[config.mk]
export PLATFORM = sky130hd
export DESIGN_NAME = rain_color_ordered_dither
export DESIGN_NICKNAME = d
export VERILOG_FILES = /design/src/rcod_pkg.sv /design/src/rain_color_ordered_dither.sv
export SDC_FILE = /design/constraint.sdc
export NUM_CORES = 1
export LEC_CHECK = 0
export ABC_AREA = 0
export BUFFER_PORTS_ARGS = -buffer_cell sky130_fd_sc_hd__buf_2
export CAP_MARGIN = 15
export CORE_AREA = 8 8 208 210
export DETAILED_ROUTE_END_ITERATION = 8
export DIE_AREA = 0 0 216 218
export GPL_TIMING_DRIVEN = 0
export PLACE_DENSITY = 0.52
export SYNTH_ARGS = -nofsm -noshare
export SYNTH_HDL_FRONTEND = slang
export SYNTH_SLANG_ARGS = --single-unit
[constraint.sdc]
create_clock -name clock -period 17.1 [get_ports clock]
set_input_delay 3.42 -clock clock [delete_from_list [all_inputs] [get_ports clock]]
set_output_delay 3.42 -clock clock [all_outputs]
set_load 0.05 [all_outputs]
[src/rcod_pkg.sv]
`timescale 1ns / 1ps
`default_nettype none

package rcod_pkg;

   localparam int PIX_W   = 16;
   localparam int SIZE_W  = 11;
   localparam int BYTE_W  = 8;
   localparam int SUM_W   = 28;
   localparam int CNT_W   = 21;

   localparam logic [SIZE_W-1:0] SIZE_RESET = 11'd128;
   localparam logic [SUM_W-1:0]  SUM_MAX    = {SUM_W{1'b1}};
   localparam logic [CNT_W-1:0]  CNT_MAX    = {CNT_W{1'b1}};

   function automatic logic [7:0] abs_diff(input logic [7:0] a, input logic [7:0] b);
      return (a > b) ? 8'(a - b) : 8'(b - a);
   endfunction

   // 8x8 Bayer matrix entry, scaled by 4 to span the intensity range.
   function automatic logic [7:0] bayer_threshold(input logic [2:0] row3,
                                                  input logic [2:0] col3);
      logic [5:0] t;
      case ({row3, col3})
         6'o00: t = 6'd0;   6'o01: t = 6'd32;  6'o02: t = 6'd8;   6'o03: t = 6'd40;
         6'o04: t = 6'd2;   6'o05: t = 6'd34;  6'o06: t = 6'd10;  6'o07: t = 6'd42;
         6'o10: t = 6'd48;  6'o11: t = 6'd16;  6'o12: t = 6'd56;  6'o13: t = 6'd24;
         6'o14: t = 6'd50;  6'o15: t = 6'd18;  6'o16: t = 6'd58;  6'o17: t = 6'd26;
         6'o20: t = 6'd12;  6'o21: t = 6'd44;  6'o22: t = 6'd4;   6'o23: t = 6'd36;
         6'o24: t = 6'd14;  6'o25: t = 6'd46;  6'o26: t = 6'd6;   6'o27: t = 6'd38;
         6'o30: t = 6'd60;  6'o31: t = 6'd28;  6'o32: t = 6'd52;  6'o33: t = 6'd20;
         6'o34: t = 6'd62;  6'o35: t = 6'd30;  6'o36: t = 6'd54;  6'o37: t = 6'd22;
         6'o40: t = 6'd3;   6'o41: t = 6'd35;  6'o42: t = 6'd11;  6'o43: t = 6'd43;
         6'o44: t = 6'd1;   6'o45: t = 6'd33;  6'o46: t = 6'd9;   6'o47: t = 6'd41;
         6'o50: t = 6'd51;  6'o51: t = 6'd19;  6'o52: t = 6'd59;  6'o53: t = 6'd27;
         6'o54: t = 6'd49;  6'o55: t = 6'd17;  6'o56: t = 6'd57;  6'o57: t = 6'd25;
         6'o60: t = 6'd15;  6'o61: t = 6'd47;  6'o62: t = 6'd7;   6'o63: t = 6'd39;
         6'o64: t = 6'd13;  6'o65: t = 6'd45;  6'o66: t = 6'd5;   6'o67: t = 6'd37;
         6'o70: t = 6'd63;  6'o71: t = 6'd31;  6'o72: t = 6'd55;  6'o73: t = 6'd23;
         6'o74: t = 6'd61;  6'o75: t = 6'd29;  6'o76: t = 6'd53;  default: t = 6'd21;
      endcase
      return {t, 2'b00};
   endfunction

   // Rain intensity of one RGB565 pixel, 0 when it is not a rain color.
   // The divisions by 115 and 95 use reciprocal multiplies with a 20-bit
   // shift; the operands stay small enough that the result is exact.
   function automatic logic [7:0] rain_intensity(input logic [PIX_W-1:0] px);
      logic [7:0]  r, g, b, mx, mn, v;
      logic [8:0]  avg;
      logic        ground, rain;
      logic [6:0]  x1, x2, x3, x4;
      logic [26:0] q1, q3;
      logic [9:0]  q2;
      logic [15:0] q4;
      r  = {px[15:11], 3'b000};
      g  = {px[10:5], 2'b00};
      b  = {px[4:0], 3'b000};
      mx = (r > g) ? r : g;
      mn = (r < g) ? r : g;
      if (b > mx) mx = b;
      if (b < mn) mn = b;

      ground = (8'(mx - mn) < 8'd60) ||
               (r > 8'd100 && g > 8'd80 && b < 8'd150 && abs_diff(r, g) < 8'd50);
      rain = !ground &&
             ((b > g && g > r && b > 8'd180) ||
              (r < 8'd30 && g > 8'd120 && b > 8'd120 && abs_diff(g, b) < 8'd50) ||
              (r < 8'd50 && g > 8'd80 && g < 8'd160 && b > 8'd70 && b < 8'd150) ||
              (r < 8'd50 && g > 8'd150 && b < 8'd110) ||
              (r > 8'd140 && r > g && r > b));

      avg = 9'((9'(g) + 9'(b)) >> 1);
      x1  = 7'(avg - 9'd140);
      q1  = 27'(x1) * 27'd638330;
      x2  = 7'(g - 8'd80);
      q2  = 10'(x2) * 10'd5;
      x3  = 7'(g - 8'd160);
      q3  = 27'(x3) * 27'd772660;
      x4  = 7'(r - 8'd150);
      q4  = 16'(x4) * 16'd342;

      v = 8'd0;
      if (rain && px != 16'h0000) begin
         if (r < 8'd50 && g > 8'd140 && b > 8'd140 && abs_diff(g, b) < 8'd40) begin
            v = 8'(q1 >> 20) + 8'd30;
         end else if (r < 8'd60 && g > 8'd80 && g < 8'd160 && b > 8'd70 && b < 8'd150) begin
            v = 8'(q2 >> 3) + 8'd100;
         end else if (r < 8'd60 && g > 8'd160 && b < 8'd120) begin
            v = 8'(q3 >> 20) + 8'd150;
         end else if (r > 8'd150) begin
            v = 8'(q4 >> 10) + 8'd220;
         end
      end
      return v;
   endfunction

endpackage

`default_nettype wire

[src/rain_color_ordered_dither.sv]
`timescale 1ns / 1ps
`default_nettype none
// A pixel word accepted into the input register is classified and dithered there, and a byte
// it completes is registered in the result register and offered on rsp_. Throughput: one pixel
// word per clock, set by the single pass from input to result register, unless rsp_stall holds a byte.
// Synchronous active-high reset clears frame position, bit accumulator and totals,
// empties both registers and sets image_size to 128.
module rain_color_ordered_dither #(
   parameter int MAX_SIZE = 1024
) (
   input  wire logic                        clock,
   input  wire logic                        reset,
   input  wire logic                        req_valid,
   output logic                             req_stall,
   input  wire logic [rcod_pkg::PIX_W-1:0]  req_pixel,
   output logic                             rsp_valid,
   input  wire logic                        rsp_stall,
   output logic [rcod_pkg::BYTE_W-1:0]      rsp_bitmap_byte,
   output logic                             rsp_frame_last,
   output logic [rcod_pkg::SUM_W-1:0]       rsp_rain_sum,
   output logic [rcod_pkg::CNT_W-1:0]       rsp_rain_count,
   input  wire logic                        csr_wr_en,
   input  wire logic [rcod_pkg::SIZE_W-1:0] csr_wr_data
);
   import rcod_pkg::*;

   localparam int POS_W = $clog2(MAX_SIZE);
   localparam int SZ_W  = $clog2(MAX_SIZE + 1);
   localparam int CMP_W = ((SZ_W > SIZE_W) ? SZ_W : SIZE_W) + 1;

   logic [SIZE_W-1:0] image_size_ff, image_size_in;
   logic              s1_valid_ff, s1_valid_in;
   logic [PIX_W-1:0]  s1_pixel_ff, s1_pixel_in;
   logic [POS_W-1:0]  column_ff, column_in;
   logic [POS_W-1:0]  row_ff, row_in;
   logic [7:0]        bit_accum_ff, bit_accum_in;
   logic [SUM_W-1:0]  total_ff, total_in;
   logic [CNT_W-1:0]  count_ff, count_in;
   logic              out_valid_ff, out_valid_in;
   logic [7:0]        out_byte_ff, out_byte_in;
   logic              out_last_ff, out_last_in;
   logic [SUM_W-1:0]  out_sum_ff, out_sum_in;
   logic [CNT_W-1:0]  out_count_ff, out_count_in;

   logic [CMP_W-1:0]  size_eff;
   logic              row_end, frame_end, emit, s1_go, req_take;
   logic [7:0]        inten, bit_next;
   logic [SUM_W-1:0]  total_next;
   logic [CNT_W-1:0]  count_next;

   always_comb begin
      size_eff = CMP_W'(image_size_ff);
      if (size_eff == '0) size_eff = CMP_W'(1);
      if (size_eff > CMP_W'(MAX_SIZE)) size_eff = CMP_W'(MAX_SIZE);

      row_end   = (CMP_W'(column_ff) + CMP_W'(1)) >= size_eff;
      frame_end = row_end && ((CMP_W'(row_ff) + CMP_W'(1)) >= size_eff);
      emit      = row_end || (column_ff[2:0] == 3'd7);

      // The word in the input register moves on unless it completes a byte
      // and the result register is still held.
      s1_go     = s1_valid_ff && (!emit || !out_valid_ff || !rsp_stall);
      req_stall = s1_valid_ff && !s1_go;
      req_take  = req_valid && !req_stall;

      inten    = rain_intensity(s1_pixel_ff);
      bit_next = bit_accum_ff;
      if (inten > bayer_threshold(row_ff[2:0], column_ff[2:0])) begin
         bit_next = bit_accum_ff | (8'h80 >> column_ff[2:0]);
      end

      total_next = total_ff;
      count_next = count_ff;
      if (inten != 8'd0) begin
         total_next = (total_ff > SUM_MAX - SUM_W'(inten)) ? SUM_MAX
                                                          : total_ff + SUM_W'(inten);
         if (count_ff != CNT_MAX) count_next = count_ff + CNT_W'(1);
      end

      image_size_in = csr_wr_en ? csr_wr_data : image_size_ff;

      s1_pixel_in = req_take ? req_pixel : s1_pixel_ff;
      s1_valid_in = req_take ? 1'b1 : (s1_go ? 1'b0 : s1_valid_ff);

      column_in    = column_ff;
      row_in       = row_ff;
      bit_accum_in = bit_accum_ff;
      total_in     = total_ff;
      count_in     = count_ff;
      out_byte_in  = out_byte_ff;
      out_last_in  = out_last_ff;
      out_sum_in   = out_sum_ff;
      out_count_in = out_count_ff;
      out_valid_in = out_valid_ff && rsp_stall;

      if (s1_go) begin
         if (!emit) begin
            column_in    = column_ff + POS_W'(1);
            bit_accum_in = bit_next;
            total_in     = total_next;
            count_in     = count_next;
         end else begin
            out_valid_in = 1'b1;
            out_byte_in  = bit_next;
            out_last_in  = frame_end;
            out_sum_in   = frame_end ? total_next : '0;
            out_count_in = frame_end ? count_next : '0;
            bit_accum_in = 8'd0;
            if (frame_end) begin
               column_in = '0;
               row_in    = '0;
               total_in  = '0;
               count_in  = '0;
            end else if (row_end) begin
               column_in = '0;
               row_in    = row_ff + POS_W'(1);
               total_in  = total_next;
               count_in  = count_next;
            end else begin
               column_in = column_ff + POS_W'(1);
               total_in  = total_next;
               count_in  = count_next;
            end
         end
      end
   end

   always_ff @(posedge clock) begin
      if (reset) begin
         image_size_ff <= SIZE_RESET;
         s1_valid_ff   <= 1'b0;
         column_ff     <= '0;
         row_ff        <= '0;
         bit_accum_ff  <= 8'd0;
         total_ff      <= '0;
         count_ff      <= '0;
         out_valid_ff  <= 1'b0;
      end else begin
         image_size_ff <= image_size_in;
         s1_valid_ff   <= s1_valid_in;
         column_ff     <= column_in;
         row_ff        <= row_in;
         bit_accum_ff  <= bit_accum_in;
         total_ff      <= total_in;
         count_ff      <= count_in;
         out_valid_ff  <= out_valid_in;
      end
   end

   always_ff @(posedge clock) begin
      s1_pixel_ff  <= s1_pixel_in;
      out_byte_ff  <= out_byte_in;
      out_last_ff  <= out_last_in;
      out_sum_ff   <= out_sum_in;
      out_count_ff <= out_count_in;
   end

   assign rsp_valid       = out_valid_ff;
   assign rsp_bitmap_byte = out_byte_ff;
   assign rsp_frame_last  = out_last_ff;
   assign rsp_rain_sum    = out_sum_ff;
   assign rsp_rain_count  = out_count_ff;

endmodule

`default_nettype wire
* Word-level counts from Yosys, hierarchy flattened
Memories as Yosys holds them, arrays and structs flattened.
Index checks and enable logic that the tools add are counted.
** Word-level totals
- Memories kept :: 1
- Input bits :: 32
- Latch bits :: 0
- ROM bits :: 384
- Flip-flop bits (word level) :: 164
- RAM bits :: 0
** Memories
- (name not given) :: depth 64, bits a word 6, read ports 1, clocked after Yosys merged registers in 0, write ports 0, RTL line rcod_pkg.sv:24 : case ({row3, col3})
** Cells by class
- Divide/modulo/power cells :: 0
- Eq/ne operators :: 2
- Multiplexer cells :: 32
- $mul :: 4
- Shifts and indexed selects :: 1
- Reduce and logical (&&, ||, !) cells :: 53
- $lt $le $gt $ge :: 36
- Add/subtract/negate cells :: 21
- Bitwise operators :: 1
** Operator list (count)
- 28-bit 2-to-1 mux :: 4
- 8-bit 2-to-1 mux :: 13
- 21-bit 2-to-1 mux :: 4
- 8-bit > comparator :: 7
- 8-bit > comparator, second input constant :: 7
- 10-bit 2-to-1 mux :: 5
- 8-bit by 6-bit less-than comparator with 1-bit output, second input constant :: 6
- 8-bit by 7-bit > comparator with 1-bit output, second input constant :: 5
- 8-bit subtractor :: 5
- 1-bit logical AND :: 32
- 28-bit by 8-bit adder with 28-bit output :: 1
- 28-bit > comparator :: 1
- 7-bit by 19-bit multiplier with 26-bit output, second input constant :: 1
- 7-bit by 18-bit multiplier with 25-bit output, second input constant :: 1
- 11-bit by 12-bit greater-or-equal comparator with 1-bit output :: 2
- 10-bit by 1-bit adder with 11-bit output, second input constant :: 2
- 11-bit 2-to-1 mux :: 2
- 21-bit by 1-bit adder with 21-bit output, second input constant :: 1
- 21-bit inequality test, second input constant :: 1
- 10-bit by 1-bit adder with 10-bit output, second input constant :: 2
- 7-bit by 7-bit adder with 8-bit output, second input constant :: 2
- 8-bit by 7-bit less-than comparator with 1-bit output, second input constant :: 2
- 8-bit less-than comparator :: 2
- 8-bit less-than comparator, second input constant :: 2
- 24 further kinds :: 40

* Depth between registers and ports, before layout
- Word-level depth :: 17
- Depth in mapped cells :: 48
- Depth with buffers taken out :: 46

* Least setup slack after synthesis
OpenSTA, ideal clock, no wires.
- Path type :: reg2reg
- Start point :: register s1_pixel_ff[7]
- End point :: register out_sum_ff[14] (netlist: rsp_rain_sum[14]) (data pin)
- Arrival :: 9072 ps
- Stages on the path, launching flop included :: 48
- Slack :: 7752 ps
- Library setup time :: 276 ps
- Data required time :: 16824 ps
- Period minus slack after synthesis :: 9348 ps
- Cell sequence :: edfxtp_1 > clkbuf_1 > inv_1 > fa_1 > clkbuf_1 > inv_1 > ha_1 > nor2_1 > nand2_1 > xnor2_1 > and2_1 > or2_2 > ha_1 > or2_2 > inv_1 > xnor2_1 > ha_1 > xnor2_1 > (+12 left out) > o31ai_2 > o221ai_1 > or3_1 > a31o_1 > nor2_1 > ha_1 > nand2_1 > nand2_1 > a21o_1 > a21oi_1 > o21ai_0 > nand4_1 > a21o_1 > inv_1 > clkbuf_1 > a21oi_1 > clkbuf_1 > a311oi_1
** On the way
- Longest elaborated chain between the ends :: 15
** RTL lines
- start: declaration :: RTL line rain_color_ordered_dither.sv:33 : logic [PIX_W-1:0] s1_pixel_ff, s1_pixel_in;
- start signal: assignment :: RTL line rain_color_ordered_dither.sv:151 : s1_pixel_ff <= s1_pixel_in;
- parallel branches: the longest is 10 deep, another holds 7-bit by 19-bit multiplier with 26-bit output
- 8-bit 2-to-1 mux * :: RTL line rcod_pkg.sv:84 : if (rain && px != 16'h0000) begin
- 1-bit by 9-bit subtractor with 10-bit output :: RTL line rain_color_ordered_dither.sv:75 : total_next = (total_ff > SUM_MAX - SUM_W'(inten)) ? SUM_MAX
- 28-bit > comparator :: RTL line rain_color_ordered_dither.sv:75
- 28-bit 2-to-1 mux :: RTL line rain_color_ordered_dither.sv:75
- 28-bit 2-to-1 mux * :: RTL line rain_color_ordered_dither.sv:74 : if (inten != 8'd0) begin
- end signal: assignment :: RTL line rain_color_ordered_dither.sv:154 : out_sum_ff <= out_sum_in;
- end: declaration :: RTL line rain_color_ordered_dither.sv:42 : logic [SUM_W-1:0] out_sum_ff, out_sum_in;
Every way passes the cells marked *.
A chain may end at the register's enable or synchronous reset.

* Final worst setup path
- Start point :: register s1_pixel_ff[7]
- End point :: register out_sum_ff[16] (netlist: rsp_rain_sum[16]) (data pin)
Same word-level chain as after synthesis.

==> reports/results.md <==
| Result | Value |
|:---|:---|
| Fraction of synthesized cell area taken by the top area cell type | 0.187 |
| Portion of total power attributed to sequential cells | 0.163 |
| Die X | 216 µm |
| Startpoint type of the worst setup path | flip-flop |
| Number of flops mapped to enable cells by yosys | 74 |
| Buffer type at the clock tree root | sky130_fd_sc_hd__clkbuf_16 |
| Arrival time of data at the critical path endpoint | 12.26 ns |
| IR Drop Worst-Case VDD | 0.152 mV |
| Detail Placement HPWL | 35.7 mm |
| Die area | 47,100 µm² |
| Total vias in the final route | 14,100 |
| Share of the core filled with cells in the final layout | 0.438 |
| Average via count per standard cell | 5.65 |
| Met2 wire len | 20.9 mm |
| Grt ovf | 0 |
| Clock share of power | 0.151 |
| Aggregate negative setup slack | 0 ns |
| Most frequent cell after synthesis | sky130_fd_sc_hd__ha_1 |
| Proportion of synthesized chip area in sequential cells | 0.254 |
| Hold Vio Cnt, Final | 0 |
| Syn. warnings | 0 |
| Number of buffers created by CTS | 17 |
| Final min period | 12.05 ns |
| Share of post-route cells with drive strength above 1 | 0.0946 |
| Transition time at the pin with the least slew margin | 1.20 ns |
| Outcome | finished clean |
| Post-layout instance count excluding filler cells | 2,487 |
| Power spent charging and discharging nets | 1.27 mW |
| Endpoint kind of the worst setup timing path | flip-flop |
| First-pass detailed-route iteration total | 5 |
| Worst Clk Skew | 0.0123 ns |
| Peak Freq | 83.0 MHz |
| Category of the critical setup timing path | reg2reg |
| Routed wire length on met3 | 2.02 mm |
| Number of antenna violations at the first check in global routing | 1 |
| Vertical die dimension | 218 µm |
| Starting density of the core | 0.394 |
| CTS max path bufs | 2 |
| Clock slew at reported path FFs | 0.07 ns |
| Worst hold path type | reg2reg |
| Final setup margin | 5.05 ns |
| Num ports | 92 |
| Ratio of final minimum period to clock period | 0.705 |
| Switching part of the total power | 0.484 |
| Diode insertion count for antenna repair | 0 |
| Most used flip-flop cell after synthesis | sky130_fd_sc_hd__dfxtp_1 |
| Global-route wire length before repair | 74.6 mm |
| Number of global-route vias before repair | 13,700 |
| H-tree level count | 4 |
| Synth area leaders | sky130_fd_sc_hd__ha_1 19%, sky130_fd_sc_hd__edfxtp_1 14%, sky130_fd_sc_hd__dfxtp_1 11% |
| CTS tree | yes |
| M1 WL | 22.8 mm |
| Post-synthesis area per instance | 8.65 µm² |
| Internal power | 1.36 mW |
| Syn-to-layout area delta | 11.0% |
| Placeable core area | 40,200 µm² |
| Number of violations of the max-capacitance limit | 0 |
| TritonCTS Sinks | 164 |
| Share of flip-flops with an asynchronous set or reset | 0 |
| Total wire length after detailed routing | 46.5 mm |
| Total routing usage reported by global routing | 0.196 |
| Post-placement worst setup slack | 5.08 ns |
| Mapped cell area | 15,800 µm² |
| Critical path required time | 17.31 ns |
| Final setup violation count | 0 |
| Cells after synthesis | 1,830 |
| Total power density per cell area | 150 nW/µm² |
| P_leak | 7.56 nW |
| Total power consumption of the routed design | 2.63 mW |
| Worst-case headroom to the max-slew limit | 0.195 |
| Max Slew Vio Count | 0 |
| Number of register bits inferred by synthesis | 164 |
| Resize count post-CTS | 0 |
| Post-CTS Setup Inserts | 0 |
| Row count | 74 |
| Detail Route Antenna Nets | 0 |
| Routed length per placed instance | 18.7 µm |
| GP Congestion | 0.889 |
| Total of buffers placed on input and output ports | 91 |
| Most frequent CP cell | sky130_fd_sc_hd__ha_1 |
| Number of different library cells in the post-synthesis netlist | 95 |
| Buf/Inv on CP | 10 |
| Skew-Pair Late Insertion Delay | 0.46 ns |
| Crit-path max cell delay | 0.77 ns |
| Syn_nets | 2,135 |
| Pin count of the biggest net entering global routing | 33 |
| Filler cell count in the final layout | 4,034 |
| Largest area contributor in the synthesized netlist | sky130_fd_sc_hd__ha_1 |
| Initial detailed-routing violation count | 1,121 |
| Number of nets in the final layout | 2,247 |
| Hold-fix buffers at CTS | 0 |
| Remaining DRCs | 0 |
| Slowest cell on the critical path | sky130_fd_sc_hd__edfxtp_1 |
| Final design area excluding fillers | 17,600 µm² |
| Post-Place Cells | 2,455 |
| Placement-stage cell area | 17,000 µm² |
| Top cell types by occurrence after synthesis | 237 x sky130_fd_sc_hd__ha_1, 151 x sky130_fd_sc_hd__nor2_1, 150 x sky130_fd_sc_hd__inv_1, 131 x sky130_fd_sc_hd__nand2_1, 125 x sky130_fd_sc_hd__a21oi_1 |
| Final Hold Slack | 0.452 ns |
| Critical path peak fanout | 11 |
| Portion of total power attributed to combinational logic | 0.686 |
| Setup repair after global routing missed its margin | no |
| Cell type group with the largest total delay on the critical path | buffers and inverters |
| Top routing layer used | met5 |
power groups by stage:
stage	clock network, mW	logic, mW	registers (mW)
floorplan	0	1.36	0.442
global placement	0	1.77	0.439
detailed placement	0	1.80	0.438
CTS	0.405	1.81	0.430
global route	0.419	2.05	0.431
finish	0.396	1.81	0.430
layout by cell type, fill, tap and decap left out, types with 14 or more instances in the layout:
master                        n
sky130_fd_sc_hd__inv_1      150
sky130_fd_sc_hd__nand4_1     23
sky130_fd_sc_hd__a21oi_1    125
sky130_fd_sc_hd__xnor2_1     53
sky130_fd_sc_hd__and3_1      31
sky130_fd_sc_hd__o211ai_1    19
sky130_fd_sc_hd__o21a_1      17
sky130_fd_sc_hd__a211oi_1    32
sky130_fd_sc_hd__clkbuf_1    48
sky130_fd_sc_hd__o21ai_0     69
sky130_fd_sc_hd__nor3_1      33
sky130_fd_sc_hd__mux2i_1     26
sky130_fd_sc_hd__nand2b_1    14
sky130_fd_sc_hd__a311oi_1    14
sky130_fd_sc_hd__nor2_1     150
sky130_fd_sc_hd__nand3b_1    19
sky130_fd_sc_hd__nand2_1    131
sky130_fd_sc_hd__xor2_1      29
sky130_fd_sc_hd__a31oi_1     51
sky130_fd_sc_hd__a21o_1      50
sky130_fd_sc_hd__nor2b_1     23
sky130_fd_sc_hd__nand3_1     52
sky130_fd_sc_hd__fa_1        36
sky130_fd_sc_hd__clkbuf_16   18
sky130_fd_sc_hd__ha_1       237
sky130_fd_sc_hd__edfxtp_1    74
sky130_fd_sc_hd__dfxtp_1     90
sky130_fd_sc_hd__buf_2       99
kinds of logic after synthesis:
logic type,after synthesis,synth area share
muxes,33,0.0214
AOI/OAI and AO/OA,492,0.212
DFF,164,0.254
and+or+nand+nor,563,0.178
buffers and inverters,222,0.0557
adders and majority gates,273,0.233
xor gates and xnor gates,83,0.0464
metal layers:
metal,vias up,track usage
li1,6910,-
met1,6774,0.271
met2,324,0.310
met3,50,0.0311
met4,2,0.0588
met5,-,0
final timing paths:
check,start,to,slack [ns],cells after the start
setup / recovery,s1_pixel_ff[7]$_DFFE_PP_,rsp_rain_sum[16]$_SDFFCE_PN0P_,5.05,44
hold / removal,bit_accum_ff[0]$_SDFFE_PP0P_,bit_accum_ff[0]$_SDFFE_PP0P_,0.45,2
setup reg to reg,s1_pixel_ff[7]$_DFFE_PP_,rsp_rain_sum[16]$_SDFFCE_PN0P_,5.05,44
hold reg to reg,bit_accum_ff[0]$_SDFFE_PP0P_,bit_accum_ff[0]$_SDFFE_PP0P_,0.45,2
registers in the layout (all words and copies together), names as in the netlist:
register,cells
rsp_frame_last,1
total_ff,28
bit_accum_ff,8
s1_valid_ff,1
rsp_valid,1
count_ff,21
row_ff,10
rsp_rain_sum,28
rsp_rain_count,21
s1_pixel_ff,16
column_ff,10
rsp_bitmap_byte,8
image_size_ff,11
cell type report:
class | instances | area [µm²] | share of cell area
clock inverters | 9 | 88.8 | 0.00505
flip-flops and latches | 164 | 4020 | 0.229
plain buffers | 70 | 312 | 0.0177
well taps | 532 | 666 | 0.0379
clock buffers | 23 | 489 | 0.0278
inverters | 152 | 571 | 0.0325
multi-input cells | 1444 | 10900 | 0.622
repair buffers | 93 | 490 | 0.0279
worst min-delay path, stage by stage, from the launching register on:
cell and delay [ns]:
sky130_fd_sc_hd__dfxtp_1 0.30, sky130_fd_sc_hd__inv_1 0.06, sky130_fd_sc_hd__nor2_1 0.05
Power figures use the tool's default switching activity.
